==> config.mk <==
export PLATFORM = sky130hd
export DESIGN_NAME = gamepad_input_qualifier
export DESIGN_NICKNAME = d
export VERILOG_FILES = /design/src/sv/gpiq_pkg.sv /design/src/sv/gamepad_input_qualifier.sv
export SDC_FILE = /design/constraint.sdc
export NUM_CORES = 2
export LEC_CHECK = 0
export BUFFER_PORTS_ARGS = -buffer_cell sky130_fd_sc_hd__buf_4
export CAP_MARGIN = 20
export CORE_UTILIZATION = 60
export CTS_CLUSTER_DIAMETER = 150
export DETAILED_ROUTE_END_ITERATION = 16
export HOLD_SLACK_MARGIN = 0.03
export PLACE_DENSITY = 0.84
export SLEW_MARGIN = 5
export SYNTH_ARGS = -nofsm -noshare
export SYNTH_HDL_FRONTEND = slang
export SYNTH_SLANG_ARGS = --single-unit
==> constraint.sdc <==
create_clock -name clk -period 35.7 [get_ports clk]
set_input_delay 7.14 -clock clk [delete_from_list [all_inputs] [get_ports clk]]
set_output_delay 7.14 -clock clk [all_outputs]
set_load 0.005 [all_outputs]
==> src/sv/gpiq_pkg.sv <==
// shared constants, register codes and helpers for the gamepad input qualifier
`default_nettype none

package gpiq_pkg;

    // counter layout
    localparam int BUTTON_COUNT    = 16;
    localparam int TILT_COUNT      = 8;
    localparam int COUNTER_COUNT   = BUTTON_COUNT + TILT_COUNT;
    localparam int CTR_IDX_W       = $clog2(COUNTER_COUNT);
    localparam int DIGITAL_COUNT   = 14;
    localparam int COUNT_WIDTH_DEF = 16;

    // bit positions of the digital buttons in the raw button word
    localparam logic [3:0] BUTTON_POS [DIGITAL_COUNT] = '{
        4'd0, 4'd1, 4'd2, 4'd3, 4'd4, 4'd5, 4'd6,
        4'd7, 4'd8, 4'd9, 4'd12, 4'd13, 4'd14, 4'd15
    };

    // poll status codes
    localparam logic [1:0] STATUS_OK        = 2'd0;
    localparam logic [1:0] STATUS_NO_DEVICE = 2'd1;

    // configuration register indexes
    typedef enum logic [2:0] {
        CFG_REPEAT_INTERVAL   = 3'd0,
        CFG_REPEAT_DELAY      = 3'd1,
        CFG_TRIGGER_THRESHOLD = 3'd2,
        CFG_LEFT_DEAD_ZONE    = 3'd3,
        CFG_RIGHT_DEAD_ZONE   = 3'd4
    } cfg_index_t;

    // register reset values
    localparam logic [7:0]  RST_REPEAT_INTERVAL   = 8'd6;
    localparam logic [7:0]  RST_REPEAT_DELAY      = 8'd20;
    localparam logic [7:0]  RST_TRIGGER_THRESHOLD = 8'd30;
    localparam logic [14:0] RST_LEFT_DEAD_ZONE    = 15'd7849;
    localparam logic [14:0] RST_RIGHT_DEAD_ZONE   = 15'd8689;

    // magnitude of a signed axis, full range fits in 16 unsigned bits
    function automatic logic [15:0] axis_mag(input logic signed [15:0] v);
        axis_mag = v[15] ? (~v + 16'd1) : v;
    endfunction

    // axis strictly positive
    function automatic logic axis_pos(input logic signed [15:0] v);
        axis_pos = !v[15] && (v != 16'sd0);
    endfunction

endpackage

`default_nettype wire

==> src/sv/gamepad_input_qualifier.sv <==
// gamepad input qualifier: held counters, edge and repeat masks, radial dead zone
// sequence: dead zone squares on the shared multiplier, then per counter a read and an update,
// plus a bit-serial remainder over COUNT_WIDTH bits when past the repeat delay with a nonzero
// interval, then the output register
// flow: a new word is taken only once the last one has been loaded into the output register
// reset: asynchronous active low, counter valid bits, previous held mask, filtered axes and registers to their defaults
`default_nettype none

module gamepad_input_qualifier
    import gpiq_pkg::*;
#(
    parameter int COUNT_WIDTH = COUNT_WIDTH_DEF
)
(
    input  wire logic                clk,
    input  wire logic                rst_n,
    // input word
    input  wire logic                in_valid,
    output logic                     in_stall,
    input  wire logic [1:0]          poll_status,
    input  wire logic [15:0]         button_word,
    input  wire logic [7:0]          left_trigger,
    input  wire logic [7:0]          right_trigger,
    input  wire logic signed [15:0]  left_x,
    input  wire logic signed [15:0]  left_y,
    input  wire logic signed [15:0]  right_x,
    input  wire logic signed [15:0]  right_y,
    input  wire logic [4:0]          query_index,
    // result word
    output logic                     out_valid,
    input  wire logic                out_stall,
    output logic                     connected,
    output logic [23:0]              held_mask,
    output logic [23:0]              pressed_mask,
    output logic [23:0]              released_mask,
    output logic [23:0]              repeat_mask,
    output logic signed [15:0]       left_x_out,
    output logic signed [15:0]       left_y_out,
    output logic signed [15:0]       right_x_out,
    output logic signed [15:0]       right_y_out,
    output logic [15:0]              queried_count,
    // configuration writes
    input  wire logic                cfg_valid,
    output logic                     cfg_ready,
    input  wire logic [2:0]          cfg_index,
    input  wire logic [14:0]         cfg_data
);

    localparam int BW = $clog2(COUNT_WIDTH);
    localparam logic [CTR_IDX_W-1:0] LAST_CTR = CTR_IDX_W'(COUNTER_COUNT - 1);
    localparam logic [2:0] LAST_STEP = 3'd7;

    typedef enum logic [5:0] {
        S_IDLE = 6'b000001,
        S_MUL  = 6'b000010,
        S_RD   = 6'b000100,
        S_UPD  = 6'b001000,
        S_DIV  = 6'b010000,
        S_DONE = 6'b100000
    } state_t;

    state_t state_reg, state_next;

    // configuration
    logic [7:0]  interval_reg, delay_reg, thr_reg;
    logic [14:0] ldz_reg, rdz_reg;

    // captured poll
    logic [1:0]         status_reg;
    logic [15:0]        word_reg;
    logic [7:0]         lt_reg, rt_reg;
    logic signed [15:0] lx_reg, ly_reg, rx_reg, ry_reg;
    logic [4:0]         q_reg;

    // sequencer and shared units
    logic [2:0]             step_reg;
    logic [CTR_IDX_W-1:0]   k_reg;
    logic [BW-1:0]          bit_reg;
    logic [7:0]             rem_reg;
    logic [COUNT_WIDTH-1:0] d_reg;
    logic [31:0]            prod_reg;
    logic [32:0]            acc_reg;
    logic                   lzero_reg, rzero_reg;
    logic [23:0]            active_reg;

    // stored state
    logic signed [15:0]     lxf_reg, lyf_reg, rxf_reg, ryf_reg;
    logic [COUNT_WIDTH-1:0] cnt_mem [COUNTER_COUNT];
    logic [23:0]            cnt_vld_reg;
    logic [COUNT_WIDTH-1:0] rd_data_reg;
    logic                   rd_vld_reg;
    logic [23:0]            prev_held_reg;
    logic                   present_reg;

    // working masks
    logic [23:0] held_w_reg, pressed_w_reg, rep_w_reg, prevh_w_reg;
    logic [15:0] qc_reg;

    logic out_valid_reg;

    logic                   in_accept, upd, load_out, mem_we, last_ctr;
    logic [15:0]            mul_op;
    logic [31:0]            mul_prod;
    logic signed [15:0]     lxf, lyf, rxf, ryf;
    logic [23:0]            active_next;
    logic [COUNT_WIDTH-1:0] old_cnt, sat_inc, new_cnt, d_val;
    logic                   past_delay;
    logic [COUNT_WIDTH+15:0] qc_ext;
    logic [15:0]            qc_sat;
    logic [8:0]             shifted;
    logic                   ge;
    logic [7:0]             rem_new;

    assign in_stall  = (state_reg != S_IDLE);
    assign in_accept = in_valid && (state_reg == S_IDLE);
    assign cfg_ready = 1'b1;
    assign out_valid = out_valid_reg;
    assign upd       = (status_reg == STATUS_OK);
    assign load_out  = (state_reg == S_DONE) && (!out_valid_reg || !out_stall);
    assign mem_we    = (state_reg == S_UPD) && upd;
    assign last_ctr  = (k_reg == LAST_CTR);

    // shared squaring multiplier operand
    always_comb
    begin
        case (step_reg)
            3'd0:    mul_op = axis_mag(lx_reg);
            3'd1:    mul_op = axis_mag(ly_reg);
            3'd2:    mul_op = {1'b0, ldz_reg};
            3'd3:    mul_op = axis_mag(rx_reg);
            3'd4:    mul_op = axis_mag(ry_reg);
            3'd5:    mul_op = {1'b0, rdz_reg};
            default: mul_op = 16'd0;
        endcase
    end

    assign mul_prod = {16'd0, mul_op} * {16'd0, mul_op};

    // axes after the dead zone and the active inputs of all counters
    assign lxf = lzero_reg ? 16'sd0 : lx_reg;
    assign lyf = lzero_reg ? 16'sd0 : ly_reg;
    assign rxf = rzero_reg ? 16'sd0 : rx_reg;
    assign ryf = rzero_reg ? 16'sd0 : ry_reg;

    always_comb
    begin
        active_next = '0;
        for (int i = 0; i < DIGITAL_COUNT; i++)
        begin
            active_next[i] = word_reg[BUTTON_POS[i]];
        end
        active_next[14] = (lt_reg > thr_reg);
        active_next[15] = (rt_reg > thr_reg);
        active_next[16] = axis_pos(lyf);
        active_next[17] = lyf[15];
        active_next[18] = lxf[15];
        active_next[19] = axis_pos(lxf);
        active_next[20] = axis_pos(ryf);
        active_next[21] = ryf[15];
        active_next[22] = rxf[15];
        active_next[23] = axis_pos(rxf);
    end

    // counter update for the current index
    assign old_cnt    = rd_vld_reg ? rd_data_reg : '0;
    assign sat_inc    = (old_cnt == '1) ? old_cnt : old_cnt + 1'b1;
    assign new_cnt    = upd ? (active_reg[k_reg] ? sat_inc : '0) : old_cnt;
    assign past_delay = ({8'd0, new_cnt} > {{COUNT_WIDTH{1'b0}}, delay_reg});
    assign d_val      = new_cnt - COUNT_WIDTH'(delay_reg);
    assign qc_ext     = {16'd0, new_cnt};
    assign qc_sat     = (qc_ext > (COUNT_WIDTH + 16)'(16'hFFFF)) ? 16'hFFFF : qc_ext[15:0];

    // one remainder step, one bit of the dividend per cycle
    assign shifted = {rem_reg, d_reg[bit_reg]};
    assign ge      = (shifted >= {1'b0, interval_reg});
    assign rem_new = ge ? 8'(shifted - {1'b0, interval_reg}) : shifted[7:0];

    // sequencer
    always_comb
    begin
        state_next = state_reg;
        unique case (state_reg)
            S_IDLE:
            begin
                if (in_valid)
                    state_next = S_MUL;
            end
            S_MUL:
            begin
                if (step_reg == LAST_STEP)
                    state_next = S_RD;
            end
            S_RD:
            begin
                state_next = S_UPD;
            end
            S_UPD:
            begin
                if (past_delay && (interval_reg != 8'd0))
                    state_next = S_DIV;
                else
                    state_next = last_ctr ? S_DONE : S_RD;
            end
            S_DIV:
            begin
                if (bit_reg == '0)
                    state_next = last_ctr ? S_DONE : S_RD;
            end
            S_DONE:
            begin
                if (!out_valid_reg || !out_stall)
                    state_next = S_IDLE;
            end
            default:
            begin
                state_next = S_IDLE;
            end
        endcase
    end

    // control state, configuration and stored state
    always_ff @(posedge clk or negedge rst_n)
    begin
        if (!rst_n)
        begin
            state_reg     <= S_IDLE;
            out_valid_reg <= 1'b0;
            interval_reg  <= RST_REPEAT_INTERVAL;
            delay_reg     <= RST_REPEAT_DELAY;
            thr_reg       <= RST_TRIGGER_THRESHOLD;
            ldz_reg       <= RST_LEFT_DEAD_ZONE;
            rdz_reg       <= RST_RIGHT_DEAD_ZONE;
            present_reg   <= 1'b0;
            prev_held_reg <= '0;
            cnt_vld_reg   <= '0;
            lxf_reg       <= '0;
            lyf_reg       <= '0;
            rxf_reg       <= '0;
            ryf_reg       <= '0;
        end
        else
        begin
            state_reg <= state_next;

            // configuration word
            if (cfg_valid)
            begin
                unique case (cfg_index)
                    CFG_REPEAT_INTERVAL:   interval_reg <= cfg_data[7:0];
                    CFG_REPEAT_DELAY:      delay_reg    <= cfg_data[7:0];
                    CFG_TRIGGER_THRESHOLD: thr_reg      <= cfg_data[7:0];
                    CFG_LEFT_DEAD_ZONE:    ldz_reg      <= cfg_data;
                    CFG_RIGHT_DEAD_ZONE:   rdz_reg      <= cfg_data;
                    default:               ;
                endcase
            end

            // device presence follows the poll status
            if (in_accept)
            begin
                if (poll_status == STATUS_NO_DEVICE)
                    present_reg <= 1'b0;
                else if (poll_status == STATUS_OK)
                    present_reg <= 1'b1;
            end

            // filtered axes once both dead zone flags are known
            if ((state_reg == S_MUL) && (step_reg == LAST_STEP) && upd)
            begin
                lxf_reg <= lxf;
                lyf_reg <= lyf;
                rxf_reg <= rxf;
                ryf_reg <= ryf;
            end

            if (mem_we)
                cnt_vld_reg[k_reg] <= 1'b1;

            if (load_out && upd)
                prev_held_reg <= prevh_w_reg;

            // result word handshake
            if (load_out)
                out_valid_reg <= 1'b1;
            else if (out_valid_reg && !out_stall)
                out_valid_reg <= 1'b0;
        end
    end

    // counter memory, one port, registered read
    always_ff @(posedge clk)
    begin
        rd_data_reg <= cnt_mem[k_reg];
        rd_vld_reg  <= cnt_vld_reg[k_reg];
        if (mem_we)
            cnt_mem[k_reg] <= new_cnt;
    end

    // datapath registers
    always_ff @(posedge clk)
    begin
        // capture the poll
        if (in_accept)
        begin
            status_reg    <= poll_status;
            word_reg      <= button_word;
            lt_reg        <= left_trigger;
            rt_reg        <= right_trigger;
            lx_reg        <= left_x;
            ly_reg        <= left_y;
            rx_reg        <= right_x;
            ry_reg        <= right_y;
            q_reg         <= query_index;
            step_reg      <= 3'd0;
            held_w_reg    <= '0;
            pressed_w_reg <= '0;
            rep_w_reg     <= '0;
            prevh_w_reg   <= '0;
            qc_reg        <= '0;
        end

        // dead zone: squares through the shared multiplier, sums and compares behind it
        if (state_reg == S_MUL)
        begin
            prod_reg <= mul_prod;
            step_reg <= step_reg + 3'd1;
            case (step_reg)
                3'd1: acc_reg   <= {1'b0, prod_reg};
                3'd2: acc_reg   <= acc_reg + {1'b0, prod_reg};
                3'd3: lzero_reg <= (acc_reg < {1'b0, prod_reg});
                3'd4: acc_reg   <= {1'b0, prod_reg};
                3'd5: acc_reg   <= acc_reg + {1'b0, prod_reg};
                3'd6: rzero_reg <= (acc_reg < {1'b0, prod_reg});
                default: ;
            endcase
            if (step_reg == LAST_STEP)
            begin
                active_reg <= active_next;
                k_reg      <= '0;
            end
        end

        // counter update and mask bits
        if (state_reg == S_UPD)
        begin
            prevh_w_reg[k_reg]   <= (old_cnt != '0);
            held_w_reg[k_reg]    <= (new_cnt != '0);
            pressed_w_reg[k_reg] <= (new_cnt == COUNT_WIDTH'(1));
            rep_w_reg[k_reg]     <= past_delay && (interval_reg == 8'd0);
            if ({{(CTR_IDX_W > 5 ? 0 : 5 - CTR_IDX_W){1'b0}}, k_reg} == q_reg)
                qc_reg <= qc_sat;
            d_reg   <= d_val;
            rem_reg <= 8'd0;
            bit_reg <= BW'(COUNT_WIDTH - 1);
            if (!(past_delay && (interval_reg != 8'd0)) && !last_ctr)
                k_reg <= k_reg + 1'b1;
        end

        // bit-serial remainder for the repeat test
        if (state_reg == S_DIV)
        begin
            rem_reg <= rem_new;
            bit_reg <= bit_reg - 1'b1;
            if (bit_reg == '0)
            begin
                rep_w_reg[k_reg] <= (rem_new == 8'd1);
                if (!last_ctr)
                    k_reg <= k_reg + 1'b1;
            end
        end

        // result word
        if (load_out)
        begin
            connected     <= present_reg;
            held_mask     <= held_w_reg;
            pressed_mask  <= pressed_w_reg;
            released_mask <= (upd ? prevh_w_reg : prev_held_reg) & ~held_w_reg;
            repeat_mask   <= rep_w_reg;
            left_x_out    <= lxf_reg;
            left_y_out    <= lyf_reg;
            right_x_out   <= rxf_reg;
            right_y_out   <= ryf_reg;
            queried_count <= qc_reg;
        end
    end

endmodule

`default_nettype wire

==> results.sh <==
export IMPL_critPathKind="flip-flop to output pin"
export IMPL_hold_class="flip-flop to flip-flop"
export IMPL_start_kind="flip-flop"
export IMPL_rr_worst_depth=31
export IMPL_crit_path_cell_trace="nor2_1 -> nand2_1 -> nor3b_1 -> inv_1 -> buf_4"
export IMPL_die_x_um=298.4
export IMPL_place_inst=5449
export IMPL_hold_buffers=0
export IMPL_cap_violations=0
export IMPL_drtIter0Drc=4286
export IMPL_grt_max_degree=178
export IMPL_antenna_found_initial=6
export IMPL_placed_area_um2=56340
export IMPL_cts_buffers=106
export IMPL_finalNetCount=4905
export IMPL_rsz0062_at_grt="false"
export IMPL_hold_viol=0
export IMPL_syn_avg_cell_area_um2=12.86
export IMPL_area_delta_synth_final_pct=13.99
export IMPL_worstPathArrival_ns=2.16
export IMPL_drtAntennaViolNets=0
export IMPL_first_pass_iters=7
export IMPL_cts_path_max_buffers=3
export IMPL_final_cell_mix="783 x edfxtp_1, 405 x nand2_1, 366 x buf_4"
export IMPL_critPathRequiredTime_ns=28.56
export IMPL_dieArea_um2=89010
export IMPL_dp_slack_ns=26.59
export IMPL_initial_utilization_pct=60.65
export IMPL_wl_um=132400
export IMPL_yosys_register_bits=1091
export IMPL_synth_flop_cell="edfxtp_1"
export IMPL_route_met3_wl_um=14230
export IMPL_grt_pass1_vias=34940
export IMPL_chipHeight_um=298.4
export IMPL_outcome="finished clean"
export IMPL_coreArea_um2=86890
export IMPL_final_cell_area_um2=60070
export IMPL_avgRoutedWirePerCell_um=23.40
export IMPL_setup_viol=0
export IMPL_relSlewSlack_pct=24.42
export IMPL_yosysSeqAreaShare_pct=58.03
export IMPL_crit_end="in_stall"
export IMPL_cts_sinks=1091
export IMPL_top_layer_used="met5"
export IMPL_tightest_slew_ns=1.134
export IMPL_final_common_cell="edfxtp_1"
export IMPL_dp_hpwl_um=87790
export IMPL_slowest_delay_ns=0.45
export IMPL_viasPerCell=6.181
export IMPL_critPathSlowestCell="nor3b_1"
export IMPL_path_depth=5
export IMPL_clkLatencyLatePin_ns=0.70
export IMPL_grt_overflow_total=0
export IMPL_post_cts_setup_buffers=0
export IMPL_wirelength_met1_um=52020
export IMPL_synthArstFlopShare_pct=15.95
export IMPL_met2_length_um=61880
export IMPL_setup_ws_ns=26.40
export IMPL_max_freq_ghz=0.1075
export IMPL_cts_tree="yes"
export IMPL_portBuffers=302
export IMPL_gp_congestion=0.9437
export IMPL_cp_num_buf_inv=2
export IMPL_grtUsageTotal_pct=29.72
export IMPL_syn_inst=4099
export IMPL_h_tree_depth=3
export IMPL_grt_pass1_wl_um=202300
export IMPL_crit_fanout=5
export IMPL_cts_resized=0
export IMPL_fin_crit_sh_pct=26.06
export IMPL_final_cells=5656
export IMPL_ys_warn_count=0
export IMPL_dr_total_vias=34960
export IMPL_min_period_ns=9.304
export IMPL_drc=0
export IMPL_rr_startpoint="lx_reg[0]$_DFFE_PP_"
export IMPL_crit_family="simple AND/OR/NAND/NOR gates"
export IMPL_cp_startpoint="state_reg[5]$_DFFE_PN0P_"
export IMPL_syn_nets=4597
export IMPL_io_pins=306
export IMPL_ys_top_cells_by_area="edfxtp_1 45%, dfrtp_1 7.1%, fa_1 6.2%, dfxtp_1 5.1%, ha_1 4.9%"
export IMPL_n_antenna_cell=0
export IMPL_largest_reg_flops=384
export IMPL_r2r_end="prod_reg[30]$_DFFE_PP_"
export IMPL_rrSetupSlack_ns=26.51
export IMPL_layout_drive_gt1_share_pct=18.35
export IMPL_maxSlewViolCount=0
export IMPL_end_kind="output pin"
export IMPL_clock_root_buffer="clkbuf_16"
export IMPL_synth_top_cell_area_share_pct=44.62
export IMPL_synth_edf_count=783
export IMPL_syn_area_um2=52690
export IMPL_synth_area_leader_cell="edfxtp_1"
export IMPL_post_synth_num_cell_types=99
export IMPL_std_cell_rows=108
export IMPL_clk_pin_slew_ns=0.07
export IMPL_final_setup_skew_ns=0.08008
export IMPL_tns_ns=0
## synthesized netlist by cell type, drive strengths merged, types with 19 or more instances
master  instances
edfxtp        783
nand2         407
inv           354
o21ai         242
ha            208
nor2          190
fa            164
dfrtp         150
a21oi         146
clkbuf        145
nand3         140
dfxtp         134
mux4          112
xnor2          95
mux2           81
nand2b         70
a22oi          63
xor2           48
and2           46
nor3           42
o31ai          41
or2            35
nor2b          30
buf            29
a21o           24
dfstp          24
nand4          23
o211ai         19
## per-stage QoR
stage | hold WS (ns) | util, %
final | 0.3763 | 69.13
after global routing | 0.3938 | 69.13
after CTS | 0.3829 | 68.99
after detailed placement | 0.4045 | 64.84
after global placement | 0.4019 | 64.81
after floorplan | 0.4003 | -
## layer usage
metal	vias up	GRT usage, %
li1	15330	-
met1	17250	41.68
met2	2033	46.84
met3	349	6.310
met4	4	9.585
met5	-	0
## final cells by class
class | instances | area, um^2
clock buffers | 148 | 2992
flip-flops and latches | 1091 | 30590
well taps | 1155 | 1445
fillers | 5590 | 26820
clock inverters | 54 | 609.3
inverters | 355 | 1335
repair buffers | 374 | 2934
multi-input cells | 2479 | 20160
## cells by family (layout without fill, tap and decap cells)
logic type	count (synthesis)	in the layout	synth area share, %
AO/OA/AOI/OAI	679	679	8.085
XOR/XNOR	143	143	2.377
AND/OR/NAND/NOR	1084	1084	9.856
adder cells (fa/ha/maj)	372	372	11.17
buffers and inverters	529	931	3.816
other	1	1	0.007117
flip-flops	1091	1091	58.03
multiplexers	200	200	6.658
## worst min path at each step
stage	startpoint	end	slack, ns	depth (start not counted)
2_1_floorplan	word_reg[0]$_DFFE_PP_	active_reg[0]$_DFFE_PP_	0.40	0
3_3_place_gp	word_reg[15]$_DFFE_PP_	active_reg[13]$_DFFE_PP_	0.40	0
3_5_place_dp	word_reg[14]$_DFFE_PP_	active_reg[12]$_DFFE_PP_	0.40	0
4_1_cts	qc_reg[14]$_DFF_P_	queried_count[14]$_DFFE_PP_	0.38	0
5_1_grt	qc_reg[14]$_DFF_P_	queried_count[14]$_DFFE_PP_	0.39	0
6_report	qc_reg[14]$_DFF_P_	queried_count[14]$_DFFE_PP_	0.38	0
Power is left out: the tool's default activity adds up to more than one toggle a clock period on the data nets, which glitch-free logic cannot reach.
